### src/sv/bwcf_pkg.sv
// ----------------------------------------------------------------------------
// bwcf_pkg: shared types and constants of the binary window count filter
// Sizes of the grid, the window and the register file, plus helpers.
// ----------------------------------------------------------------------------
`default_nettype none

package bwcf_pkg;

  // grid and window geometry
  localparam int unsigned MAX_COLS    = 1024;
  localparam int unsigned MAX_ROWS    = 1024;
  localparam int unsigned WINDOW_HALF = 2;
  localparam int unsigned WSZ         = 2 * WINDOW_HALF;
  localparam int unsigned WIN_BITS    = WSZ * WSZ;
  localparam int unsigned STORE_W     = WSZ - 1;
  localparam int unsigned LAG         = WINDOW_HALF - 1;
  localparam int unsigned CNT_W       = $clog2(WIN_BITS + 1);
  localparam int unsigned COL_AW      = $clog2(MAX_COLS);
  localparam int unsigned ROW_AW      = $clog2(MAX_ROWS);

  // field widths fixed by the interface
  localparam int unsigned ROW_W    = 10;
  localparam int unsigned COL_W    = 10;
  localparam int unsigned THR_W    = 5;
  localparam int unsigned MARGIN_W = 9;
  localparam int unsigned SIZE_W   = 11;
  localparam int unsigned CFG_AW   = 2;
  localparam int unsigned CFG_DW   = 11;
  localparam int unsigned SUM_W    = SIZE_W + 1;

  // register indexes
  localparam logic [CFG_AW-1:0] REG_COUNT_THRESHOLD = 2'd0;
  localparam logic [CFG_AW-1:0] REG_BORDER_MARGIN   = 2'd1;
  localparam logic [CFG_AW-1:0] REG_GRID_ROWS       = 2'd2;
  localparam logic [CFG_AW-1:0] REG_GRID_COLS       = 2'd3;

  // reset values
  localparam logic [THR_W-1:0]    RST_THRESHOLD = 5'd3;
  localparam logic [MARGIN_W-1:0] RST_MARGIN    = 9'd100;
  localparam logic [SIZE_W-1:0]   RST_ROWS      = 11'd1000;
  localparam logic [SIZE_W-1:0]   RST_COLS      = 11'd1000;

  // active configuration, sizes already clamped
  typedef struct packed {
    logic [THR_W-1:0]    threshold;
    logic [MARGIN_W-1:0] margin;
    logic [SIZE_W-1:0]   rows;
    logic [SIZE_W-1:0]   cols;
  } cfg_t;

  // cell position held between the window stage and the decision stage
  typedef struct packed {
    logic [ROW_AW-1:0] row;
    logic [COL_AW-1:0] col;
    logic              last;
  } stage_t;

  // map a size of zero to one and cap it at the maximum
  function automatic logic [SIZE_W-1:0] clamp_size(input logic [SIZE_W-1:0] v,
                                                   input logic [SIZE_W:0]   maxv);
    logic [SIZE_W-1:0] res;
    res = v;
    if (v == '0) begin
      res = SIZE_W'(1);
    end else if ({1'b0, v} > maxv) begin
      res = maxv[SIZE_W-1:0];
    end
    return res;
  endfunction

endpackage

`default_nettype wire

### src/sv/bwcf_if.sv
// ----------------------------------------------------------------------------
// bwcf_if: channel interfaces of the binary window count filter
// Input cell channel, result channel and register write channel.
// ----------------------------------------------------------------------------
`default_nettype none

interface bwcf_in_if;
  logic valid;
  logic ready;
  logic occupied;

  modport source (output valid, output occupied, input ready);
  modport sink   (input valid, input occupied, output ready);
endinterface

interface bwcf_out_if;
  logic                     valid;
  logic                     ready;
  logic                     obstacle;
  logic [bwcf_pkg::ROW_W-1:0] out_row;
  logic [bwcf_pkg::COL_W-1:0] out_col;
  logic                     cell_valid;
  logic                     frame_end;

  modport source (output valid, output obstacle, output out_row, output out_col,
                  output cell_valid, output frame_end, input ready);
  modport sink   (input valid, input obstacle, input out_row, input out_col,
                  input cell_valid, input frame_end, output ready);
endinterface

interface bwcf_cfg_if;
  logic                        valid;
  logic                        ready;
  logic [bwcf_pkg::CFG_AW-1:0] index;
  logic [bwcf_pkg::CFG_DW-1:0] data;

  modport source (output valid, output index, output data, input ready);
  modport sink   (input valid, input index, input data, output ready);
endinterface

`default_nettype wire

### src/sv/bwcf_linebuf.sv
// ----------------------------------------------------------------------------
// bwcf_linebuf: line buffer of the previous rows
// One entry per column, one write and one registered read per cycle, with
// the written value forwarded when both hit the same column.
// ----------------------------------------------------------------------------
`default_nettype none

module bwcf_linebuf (
  input  wire logic                          clk_i,
  input  wire logic                          wr_en_i,
  input  wire logic [bwcf_pkg::COL_AW-1:0]   wr_addr_i,
  input  wire logic [bwcf_pkg::STORE_W-1:0]  wr_data_i,
  input  wire logic [bwcf_pkg::COL_AW-1:0]   rd_addr_i,
  output logic      [bwcf_pkg::STORE_W-1:0]  rd_data_o
);

  logic [bwcf_pkg::STORE_W-1:0] mem [bwcf_pkg::MAX_COLS];
  logic [bwcf_pkg::STORE_W-1:0] rd_data_q;

  // write port
  always_ff @(posedge clk_i) begin
    if (wr_en_i) begin
      mem[wr_addr_i] <= wr_data_i;
    end
  end

  // registered read, forward a same-cycle write
  always_ff @(posedge clk_i) begin
    if (wr_en_i && (wr_addr_i == rd_addr_i)) begin
      rd_data_q <= wr_data_i;
    end else begin
      rd_data_q <= mem[rd_addr_i];
    end
  end

  assign rd_data_o = rd_data_q;

endmodule

`default_nettype wire

### src/sv/bwcf_front.sv
// ----------------------------------------------------------------------------
// bwcf_front: raster counters, line buffer and sliding window
// Takes one cell per transaction, shifts its column into the window and
// holds the cell position for the decision stage.
// ----------------------------------------------------------------------------
`default_nettype none

module bwcf_front (
  input  wire logic               clk_i,
  input  wire logic               rst_ni,
  input  wire bwcf_pkg::cfg_t     cfg_i,
  input  wire logic               in_valid_i,
  input  wire logic               occupied_i,
  output logic                    in_ready_o,
  input  wire logic               take_i,
  output logic                    stage_valid_o,
  output bwcf_pkg::stage_t        stage_o,
  output logic [bwcf_pkg::WIN_BITS-1:0] window_o
);

  logic [bwcf_pkg::COL_AW-1:0]   col_q, col_d;
  logic [bwcf_pkg::ROW_AW-1:0]   row_q, row_d;
  logic [bwcf_pkg::WIN_BITS-1:0] window_q, window_d;
  logic                          stage_valid_q, stage_valid_d;
  bwcf_pkg::stage_t              stage_q, stage_d;

  logic                          accept;
  logic [bwcf_pkg::STORE_W-1:0]  store_rd;
  logic [bwcf_pkg::WSZ-1:0]      column;
  logic [bwcf_pkg::SIZE_W-1:0]   col_inc, row_inc;
  logic                          col_wrap, row_wrap;
  logic [bwcf_pkg::COL_AW-1:0]   rd_addr;

  assign in_ready_o = !stage_valid_q || take_i;
  assign accept     = in_valid_i && in_ready_o;

  // new column: stored bits of earlier rows with the incoming cell below
  assign column = {store_rd, occupied_i};

  // raster position of the next cell
  assign col_inc  = bwcf_pkg::SIZE_W'(col_q) + bwcf_pkg::SIZE_W'(1);
  assign row_inc  = bwcf_pkg::SIZE_W'(row_q) + bwcf_pkg::SIZE_W'(1);
  assign col_wrap = (col_inc >= cfg_i.cols);
  assign row_wrap = (row_inc >= cfg_i.rows);

  always_comb begin
    col_d         = col_q;
    row_d         = row_q;
    window_d      = window_q;
    stage_valid_d = stage_valid_q;
    stage_d       = stage_q;
    if (take_i) begin
      stage_valid_d = 1'b0;
    end
    if (accept) begin
      window_d      = {window_q[bwcf_pkg::WIN_BITS-bwcf_pkg::WSZ-1:0], column};
      stage_valid_d = 1'b1;
      stage_d.row   = row_q;
      stage_d.col   = col_q;
      stage_d.last  = col_wrap && row_wrap;
      if (col_wrap) begin
        col_d = '0;
        row_d = row_wrap ? '0 : row_inc[bwcf_pkg::ROW_AW-1:0];
      end else begin
        col_d = col_inc[bwcf_pkg::COL_AW-1:0];
      end
    end
  end

  // prefetch the line buffer entry of the next cell
  assign rd_addr = col_d;

  bwcf_linebuf u_linebuf (
    .clk_i     (clk_i),
    .wr_en_i   (accept),
    .wr_addr_i (col_q),
    .wr_data_i (column[bwcf_pkg::STORE_W-1:0]),
    .rd_addr_i (rd_addr),
    .rd_data_o (store_rd)
  );

  // control state
  always_ff @(posedge clk_i or negedge rst_ni) begin
    if (!rst_ni) begin
      col_q         <= '0;
      row_q         <= '0;
      window_q      <= '0;
      stage_valid_q <= 1'b0;
    end else begin
      col_q         <= col_d;
      row_q         <= row_d;
      window_q      <= window_d;
      stage_valid_q <= stage_valid_d;
    end
  end

  // position payload
  always_ff @(posedge clk_i) begin
    stage_q <= stage_d;
  end

  assign stage_valid_o = stage_valid_q;
  assign stage_o       = stage_q;
  assign window_o      = window_q;

endmodule

`default_nettype wire

### src/sv/bwcf_decide.sv
// ----------------------------------------------------------------------------
// bwcf_decide: window vote and result register
// Counts the set cells of the window, checks the interior and registers
// the result for the output channel.
// ----------------------------------------------------------------------------
`default_nettype none

module bwcf_decide (
  input  wire logic                          clk_i,
  input  wire logic                          rst_ni,
  input  wire bwcf_pkg::cfg_t                cfg_i,
  input  wire logic                          stage_valid_i,
  input  wire bwcf_pkg::stage_t              stage_i,
  input  wire logic [bwcf_pkg::WIN_BITS-1:0] window_i,
  output logic                               take_o,
  bwcf_out_if.source                         out_o
);

  logic                         out_valid_q, out_valid_d;
  logic                         obstacle_q, obstacle_d;
  logic [bwcf_pkg::ROW_W-1:0]   row_q, row_d;
  logic [bwcf_pkg::COL_W-1:0]   col_q, col_d;
  logic                         cell_valid_q, cell_valid_d;
  logic                         frame_end_q;

  logic [bwcf_pkg::CNT_W-1:0]    count;
  logic [bwcf_pkg::MARGIN_W-1:0] margin;
  logic [bwcf_pkg::ROW_AW-1:0]   rr;
  logic [bwcf_pkg::COL_AW-1:0]   cc;
  logic [bwcf_pkg::SUM_W-1:0]    rr_end, cc_end;
  logic                          interior;

  assign take_o = stage_valid_i && (!out_valid_q || out_o.ready);

  // count set cells in the window
  always_comb begin
    count = '0;
    for (int i = 0; i < bwcf_pkg::WIN_BITS; i++) begin
      count = count + bwcf_pkg::CNT_W'(window_i[i]);
    end
  end

  // effective margin keeps the window inside the grid
  assign margin = (cfg_i.margin < bwcf_pkg::MARGIN_W'(bwcf_pkg::WINDOW_HALF)) ?
                  bwcf_pkg::MARGIN_W'(bwcf_pkg::WINDOW_HALF) : cfg_i.margin;

  assign rr     = stage_i.row - bwcf_pkg::ROW_AW'(bwcf_pkg::LAG);
  assign cc     = stage_i.col - bwcf_pkg::COL_AW'(bwcf_pkg::LAG);
  assign rr_end = bwcf_pkg::SUM_W'(rr) + bwcf_pkg::SUM_W'(margin);
  assign cc_end = bwcf_pkg::SUM_W'(cc) + bwcf_pkg::SUM_W'(margin);

  assign interior = (bwcf_pkg::SUM_W'(rr) >= bwcf_pkg::SUM_W'(margin)) &&
                    (rr_end < bwcf_pkg::SUM_W'(cfg_i.rows)) &&
                    (bwcf_pkg::SUM_W'(cc) >= bwcf_pkg::SUM_W'(margin)) &&
                    (cc_end < bwcf_pkg::SUM_W'(cfg_i.cols));

  // result of the held cell; no reported cell gives zero fields
  always_comb begin
    cell_valid_d = (stage_i.row >= bwcf_pkg::ROW_AW'(bwcf_pkg::LAG)) &&
                   (stage_i.col >= bwcf_pkg::COL_AW'(bwcf_pkg::LAG));
    obstacle_d   = 1'b0;
    row_d        = '0;
    col_d        = '0;
    if (cell_valid_d) begin
      row_d      = bwcf_pkg::ROW_W'(rr);
      col_d      = bwcf_pkg::COL_W'(cc);
      obstacle_d = interior && (bwcf_pkg::SUM_W'(count) >=
                                bwcf_pkg::SUM_W'(cfg_i.threshold));
    end
  end

  always_comb begin
    out_valid_d = out_valid_q;
    if (take_o) begin
      out_valid_d = 1'b1;
    end else if (out_o.ready) begin
      out_valid_d = 1'b0;
    end
  end

  // output handshake state
  always_ff @(posedge clk_i or negedge rst_ni) begin
    if (!rst_ni) begin
      out_valid_q <= 1'b0;
    end else begin
      out_valid_q <= out_valid_d;
    end
  end

  // result payload, load on a new cell
  always_ff @(posedge clk_i) begin
    if (take_o) begin
      obstacle_q   <= obstacle_d;
      row_q        <= row_d;
      col_q        <= col_d;
      cell_valid_q <= cell_valid_d;
      frame_end_q  <= stage_i.last;
    end
  end

  assign out_o.valid      = out_valid_q;
  assign out_o.obstacle   = obstacle_q;
  assign out_o.out_row    = row_q;
  assign out_o.out_col    = col_q;
  assign out_o.cell_valid = cell_valid_q;
  assign out_o.frame_end  = frame_end_q;

endmodule

`default_nettype wire

### src/sv/binary_window_count_filter.sv
// ----------------------------------------------------------------------------
// binary_window_count_filter: 4x4 vote filter over a binary occupancy grid
// Cells arrive in raster order; each one completes the window of the cell
// one row up and one column left, which is marked when enough cells are set and it lies inside the margin.
//
//   channel  dir  handshake       payload
//   in_i     in   valid / ready   occupied
//   out_o    out  valid / ready   obstacle, out_row, out_col, cell_valid,
//                                 frame_end
//   cfg_i    in   valid / ready   index, data (always ready)
//
// One cell per cycle sustained while the output is ready; a cell passes the window stage, then the result register.
// The line buffer read for the next column is issued while the current cell
// is taken, so the registered memory read lies in the loop from cell to cell.
// Reset clears the counters, the window and the channel state; the line
// buffer is not cleared. A stalled output holds its result and one more cell
// waits in the window stage before the input is held off.
// ----------------------------------------------------------------------------
`default_nettype none

module binary_window_count_filter (
  input  wire logic  clk_i,
  input  wire logic  rst_ni,
  bwcf_in_if.sink    in_i,
  bwcf_out_if.source out_o,
  bwcf_cfg_if.sink   cfg_i
);

  logic [bwcf_pkg::THR_W-1:0]    threshold_q;
  logic [bwcf_pkg::MARGIN_W-1:0] margin_q;
  logic [bwcf_pkg::SIZE_W-1:0]   rows_q;
  logic [bwcf_pkg::SIZE_W-1:0]   cols_q;
  bwcf_pkg::cfg_t                cfg;

  logic                          take;
  logic                          stage_valid;
  bwcf_pkg::stage_t              stage;
  logic [bwcf_pkg::WIN_BITS-1:0] window;

  // register writes
  assign cfg_i.ready = 1'b1;

  always_ff @(posedge clk_i or negedge rst_ni) begin
    if (!rst_ni) begin
      threshold_q <= bwcf_pkg::RST_THRESHOLD;
      margin_q    <= bwcf_pkg::RST_MARGIN;
      rows_q      <= bwcf_pkg::RST_ROWS;
      cols_q      <= bwcf_pkg::RST_COLS;
    end else if (cfg_i.valid) begin
      case (cfg_i.index)
        bwcf_pkg::REG_COUNT_THRESHOLD: threshold_q <= cfg_i.data[bwcf_pkg::THR_W-1:0];
        bwcf_pkg::REG_BORDER_MARGIN:   margin_q    <= cfg_i.data[bwcf_pkg::MARGIN_W-1:0];
        bwcf_pkg::REG_GRID_ROWS:       rows_q      <= cfg_i.data[bwcf_pkg::SIZE_W-1:0];
        bwcf_pkg::REG_GRID_COLS:       cols_q      <= cfg_i.data[bwcf_pkg::SIZE_W-1:0];
        default: ;
      endcase
    end
  end

  // clamp the sizes to the grid that fits the buffers
  always_comb begin
    cfg.threshold = threshold_q;
    cfg.margin    = margin_q;
    cfg.rows      = bwcf_pkg::clamp_size(rows_q,
                                         (bwcf_pkg::SIZE_W + 1)'(bwcf_pkg::MAX_ROWS));
    cfg.cols      = bwcf_pkg::clamp_size(cols_q,
                                         (bwcf_pkg::SIZE_W + 1)'(bwcf_pkg::MAX_COLS));
  end

  bwcf_front u_front (
    .clk_i         (clk_i),
    .rst_ni        (rst_ni),
    .cfg_i         (cfg),
    .in_valid_i    (in_i.valid),
    .occupied_i    (in_i.occupied),
    .in_ready_o    (in_i.ready),
    .take_i        (take),
    .stage_valid_o (stage_valid),
    .stage_o       (stage),
    .window_o      (window)
  );

  bwcf_decide u_decide (
    .clk_i         (clk_i),
    .rst_ni        (rst_ni),
    .cfg_i         (cfg),
    .stage_valid_i (stage_valid),
    .stage_i       (stage),
    .window_i      (window),
    .take_o        (take),
    .out_o         (out_o)
  );

endmodule

`default_nettype wire

### src/flat_wrapper.sv
// flat-port wrapper written by rule: the top's interface ports become plain ports
module binary_window_count_filter_flat 
  (clk_i, rst_ni, in_i_valid, in_i_occupied, in_i_ready, out_o_valid, out_o_obstacle, out_o_out_row, out_o_out_col, out_o_cell_valid, out_o_frame_end, out_o_ready, cfg_i_valid, cfg_i_index, cfg_i_data, cfg_i_ready);
  bwcf_in_if in_i_i ();
  bwcf_out_if out_o_i ();
  bwcf_cfg_if cfg_i_i ();
  input  wire logic clk_i;
  input  wire logic rst_ni;
  input wire logic [$bits(in_i_i.valid)-1:0] in_i_valid;
  input wire logic [$bits(in_i_i.occupied)-1:0] in_i_occupied;
  output wire logic [$bits(in_i_i.ready)-1:0] in_i_ready;
  output wire logic [$bits(out_o_i.valid)-1:0] out_o_valid;
  output wire logic [$bits(out_o_i.obstacle)-1:0] out_o_obstacle;
  output wire logic [$bits(out_o_i.out_row)-1:0] out_o_out_row;
  output wire logic [$bits(out_o_i.out_col)-1:0] out_o_out_col;
  output wire logic [$bits(out_o_i.cell_valid)-1:0] out_o_cell_valid;
  output wire logic [$bits(out_o_i.frame_end)-1:0] out_o_frame_end;
  input wire logic [$bits(out_o_i.ready)-1:0] out_o_ready;
  input wire logic [$bits(cfg_i_i.valid)-1:0] cfg_i_valid;
  input wire logic [$bits(cfg_i_i.index)-1:0] cfg_i_index;
  input wire logic [$bits(cfg_i_i.data)-1:0] cfg_i_data;
  output wire logic [$bits(cfg_i_i.ready)-1:0] cfg_i_ready;
  assign in_i_i.valid = in_i_valid;
  assign in_i_i.occupied = in_i_occupied;
  assign in_i_ready = in_i_i.ready;
  assign out_o_valid = out_o_i.valid;
  assign out_o_obstacle = out_o_i.obstacle;
  assign out_o_out_row = out_o_i.out_row;
  assign out_o_out_col = out_o_i.out_col;
  assign out_o_cell_valid = out_o_i.cell_valid;
  assign out_o_frame_end = out_o_i.frame_end;
  assign out_o_i.ready = out_o_ready;
  assign cfg_i_i.valid = cfg_i_valid;
  assign cfg_i_i.index = cfg_i_index;
  assign cfg_i_i.data = cfg_i_data;
  assign cfg_i_ready = cfg_i_i.ready;
  binary_window_count_filter u_core (.clk_i(clk_i), .rst_ni(rst_ni), .in_i(in_i_i), .out_o(out_o_i), .cfg_i(cfg_i_i));
endmodule
### config.mk
export PLATFORM = sky130hd
export DESIGN_NAME = binary_window_count_filter_flat
export DESIGN_NICKNAME = d
export VERILOG_FILES = /design/src/sv/bwcf_pkg.sv /design/src/sv/bwcf_if.sv /design/src/sv/bwcf_linebuf.sv /design/src/sv/bwcf_front.sv /design/src/sv/bwcf_decide.sv /design/src/sv/binary_window_count_filter.sv /design/src/flat_wrapper.sv
export SDC_FILE = /design/constraint.sdc
export NUM_CORES = 2
export LEC_CHECK = 0
export ABC_AREA = 1
export BUFFER_PORTS_ARGS = -buffer_cell sky130_fd_sc_hd__buf_2
export CAP_MARGIN = 5
export CORE_MARGIN = 1
export CORE_UTILIZATION = 55
export DETAILED_ROUTE_END_ITERATION = 7
export GPL_ROUTABILITY_DRIVEN = 0
export PLACE_DENSITY_LB_ADDON = 0.05
export SYNTH_ARGS = -nofsm -noshare
export SYNTH_HDL_FRONTEND = slang
export SYNTH_SLANG_ARGS = --single-unit
### constraint.sdc
create_clock -name clk_i -period 45.2 [get_ports clk_i]
set_clock_uncertainty 0.15 [all_clocks]
set_input_delay 2.26 -clock clk_i [delete_from_list [all_inputs] [get_ports clk_i]]
set_output_delay 2.26 -clock clk_i [all_outputs]
set_load 0.005 [all_outputs]
==> metrics.md <==
| Metric | Value |
|---|---|
| Iteration-0 DRC Markers | `11.6k` |
| Total track usage | `a little under a third` |
| EDFF count, synth | `between 3k and 4k` |
| CTS tree | `done` |
| Slew Viols, Final | `0` |
| PwrDens | `~74 nW/um2` |
| Die height | `498 um` |
| Power Total | `roughly 0.011 W` |
| Post-synthesis sequential area ratio | `a little over two thirds` |
| DR vias | `just over 90k` |
| Max VDD drop | `just over 0.2 mV` |
| Required @ worst endpoint | `45.64 ns` |
| Resized cells post-CTS | `0` |
| Status | `finished with violations` |
| Syn Nets | `roughly 12k` |
| RSZ-0062 raised after global routing | `no` |
| Setup repair bufs after CTS | `0` |
| Cells after DPL | `about 15k` |
| Root Buffer | `clkbuf_16` |
| Initial core utilization | `between 50 and 60%` |
| Setup TNS | `0 ns` |
| CP Capture Type | `flop` |
| LEAKAGE | `roughly 52 nW` |
| Clock transition at the registers of the reported paths | `approximately 0.06 ns` |
| Sink Count | `3200` |
| Share of cells above drive strength 1 | `6.38%` |
| CTS Buffer Depth | `4` |
| Ys Warns | `0` |
| Design area | `~150000 um2` |
| FP Rows | `approximately 180` |
| Nets | `12.0k` |
| Crit path max fanout | `101` |
| WP data arrival | `~11 ns` |
| Cts hold-fix bufs | `0` |
| Worst Hold Slack | `approximately 0.28 ns` |
| First-pass GRT wire length | `approximately 580000 um` |
| Commonest non-fill, non-tap cell in the layout | `nand2_1` |
| DR WL/cell | `~26 um` |
| HPWL Detailed | `210000 um` |
| Final Hold Fails | `0` |
| Post-route antenna net violation count | `0` |
| Core area | `244000 um2` |
| 1st-pass router iterations | `8` |
| Syn Std Cell Area | `135000 um2` |
| Rel. slew slack | `13.1%` |
| Failing checks | `design-rule violations` |
| Cts bufs inserted | `approximately 350` |
| Pin count of the biggest net entering global routing | `approximately 240` |
| Share of flip-flops with an asynchronous set or reset | `under 10%` |
| Min-delay worst type | `reg2reg` |
| Filler Cell Count | `a little under 20k` |
| Worst-margin pin slew | `1.30 ns` |
| Die X | `498 um` |
| Non-Filler Instances | `15.3k` |
| Clk_lat worst skew | `slightly below 1 ns` |
| Final min period | `10.57 ns` |
| Grt total ovfl | `0` |
| Die area | `between 200000 and 250000 um2` |
| Area of placed instances | `between 100000 and 150000 um2` |
| #FFs+latches synth | `around 3.2k` |
| Critical path class | `reg2reg` |
| Max cap viols | `0` |
| Syn avg cell area | `11.2 um2` |
| Most frequent cells in the layout | `nand2_1, edfxtp_1, nand3_1` |
| Top_reg_cell synth | `edfxtp_1` |
| H-tree levels | `5` |
| Residual DRC | `12` |
| Input/output buffers | `43` |
| # setup viols final | `0` |
| Ports | `45` |
| Max Fclk | `94.6 MHz` |
| Initial antenna violation count | `26` |
| Final WL | `around 390000 um` |
| Vias in the first global route | `between 80k and 90k` |
| Period utilization | `23.4%` |
| CP startpoint kind | `flop` |
| Via-to-Cell Ratio | `between 6 and 7` |
| Cell count after synthesis | `12.1k` |
| Synth-to-Final Area Change | `9.37%` |
| Synth unique cells | `between 40 and 50` |
cell usage after synthesis, types with 17 or more instances:
| cell type | number | area [um2] |
|---|---|---|
| nor2_1 | 1101 | 4130 |
| nand2_1 | 3298 | 12400 |
| inv_1 | 176 | 661 |
| o21ai_0 | 77 | 385 |
| nand3_1 | 3121 | 15600 |
| a21oi_1 | 52 | 260 |
| buf_4 | 69 | 518 |
| buf_2 | 381 | 1910 |
| nor3_1 | 24 | 120 |
| xor2_1 | 36 | 315 |
| buf_1 | 99 | 372 |
| clkbuf_1 | 344 | 1290 |
| edfxtp_1 | 3116 | 93600 |
| ha_1 | 97 | 1210 |
| dfstp_2 | 17 | 447 |
| dfrtp_1 | 57 | 1430 |
state kept, by name, indices dropped and copies added (netlist names), named ones only:
| signal | count |
|---|---|
| u_core.cols_q | 11 |
| u_core.margin_q | 9 |
| u_core.rows_q | 11 |
| u_core.threshold_q | 5 |
| u_core.u_decide.out_o.cell_valid | 1 |
| u_core.u_decide.out_o.frame_end | 1 |
| u_core.u_decide.out_o.obstacle | 1 |
| u_core.u_decide.out_o.out_col | 10 |
| u_core.u_decide.out_o.out_row | 10 |
| u_core.u_decide.out_o.valid | 1 |
| u_core.u_front.col_q | 10 |
| u_core.u_front.row_q | 10 |
| u_core.u_front.stage_o | 21 |
| u_core.u_front.stage_valid_o | 1 |
| u_core.u_front.u_linebuf.mem | 3072 |
| u_core.u_front.window_o | 16 |
final timing paths:
path	from	end	slack [ns]	cells after the start
setup / recovery	flop	u_core.u_front.u_linebuf.mem[202][1]$_DFFE_PP_	34.63	19
hold / removal	u_core.u_front.stage_o[0]$_DFFE_PP_	u_core.u_decide.out_o.frame_end$_DFFE_PP_	0.28	0
setup reg to reg	flop	u_core.u_front.u_linebuf.mem[202][1]$_DFFE_PP_	34.63	19
min in group asynchronous	rst_ni	u_core.u_front.window_o[7]$_DFFE_PN0P_	1.33	1
max in group asynchronous	rst_ni	u_core.rows_q[10]$_DFFE_PN0P_	42.93	1
hold reg to reg	u_core.u_front.stage_o[0]$_DFFE_PP_	u_core.u_decide.out_o.frame_end$_DFFE_PP_	0.28	0
kinds of logic (layout without fill, tap and decap cells):
kind of cell	after synthesis	in the layout	share of synthesized area, %
compound gates	152	152	0.610
xor+xnor	39	39	0.252
fa+ha+maj	109	109	1.07
buf+inv	1079	1014	3.56
flops	3200	3200	70.6
other cells	1	11	0.00277
simple gates	7569	7569	23.9
area by class of cell:
type | instances | area (um2) | share of cell area [%]
clock buffers | 432 | 9070 | 6.12
inverters | 182 | 727 | 0.491
repair buffers | 234 | 1820 | 1.23
flip-flops and latches | 3200 | 95700 | 64.6
diodes | 10 | 25.0 | 0.0169
multi-input cells | 7870 | 35400 | 23.9
clock inverters | 166 | 1480 | 1.00
well taps | 3202 | 4010 | 2.70
power breakdown:
part / internal, W / total, W / switching [W]
sequential: 0.00439 / 0.00445 / 0.0000620
combinational: 0.000795 / 0.00380 / 0.00300
clock: 0.00155 / 0.00268 / 0.00113
worst max-delay path, stage by stage, from the launching register on:
cell	delay, ns
dfxtp_4	0.80
buf_4	0.82
buf_4	0.76
buf_4	0.67
buf_4	0.90
nand2_1	0.14
nand3_1	0.13
nand3_1	0.10
nand3_1	0.15
nand3_1	0.13
nand3_1	0.14
nand3_1	0.17
nand3_1	0.23
nand3_1	0.12
nand3_1	0.22
and2_4	0.77
buf_4	0.85
buf_4	0.81
buf_4	0.85
buf_4	0.84
routing by layer:
layer / track usage [%] / vias to the layer above / wire (um)
li1: - / 41888 / -
met1: 43.1 / 45810 / 158000
met2: 51.0 / 4502 / 185000
met3: 4.90 / 729 / 35600
met4: 10.1 / 6 / 12800
met5: 0 / - / 41
through the flow:
step                      setup slack [ns]  utilization [%]
after detailed placement             34.81             56.4
final                                34.63             60.7
after CTS                            34.80             60.7
after global placement               34.95             56.4
after floorplan                      27.75                -
after global routing                 34.13             60.7
Note: power is estimated with default switching activity, not from simulation.
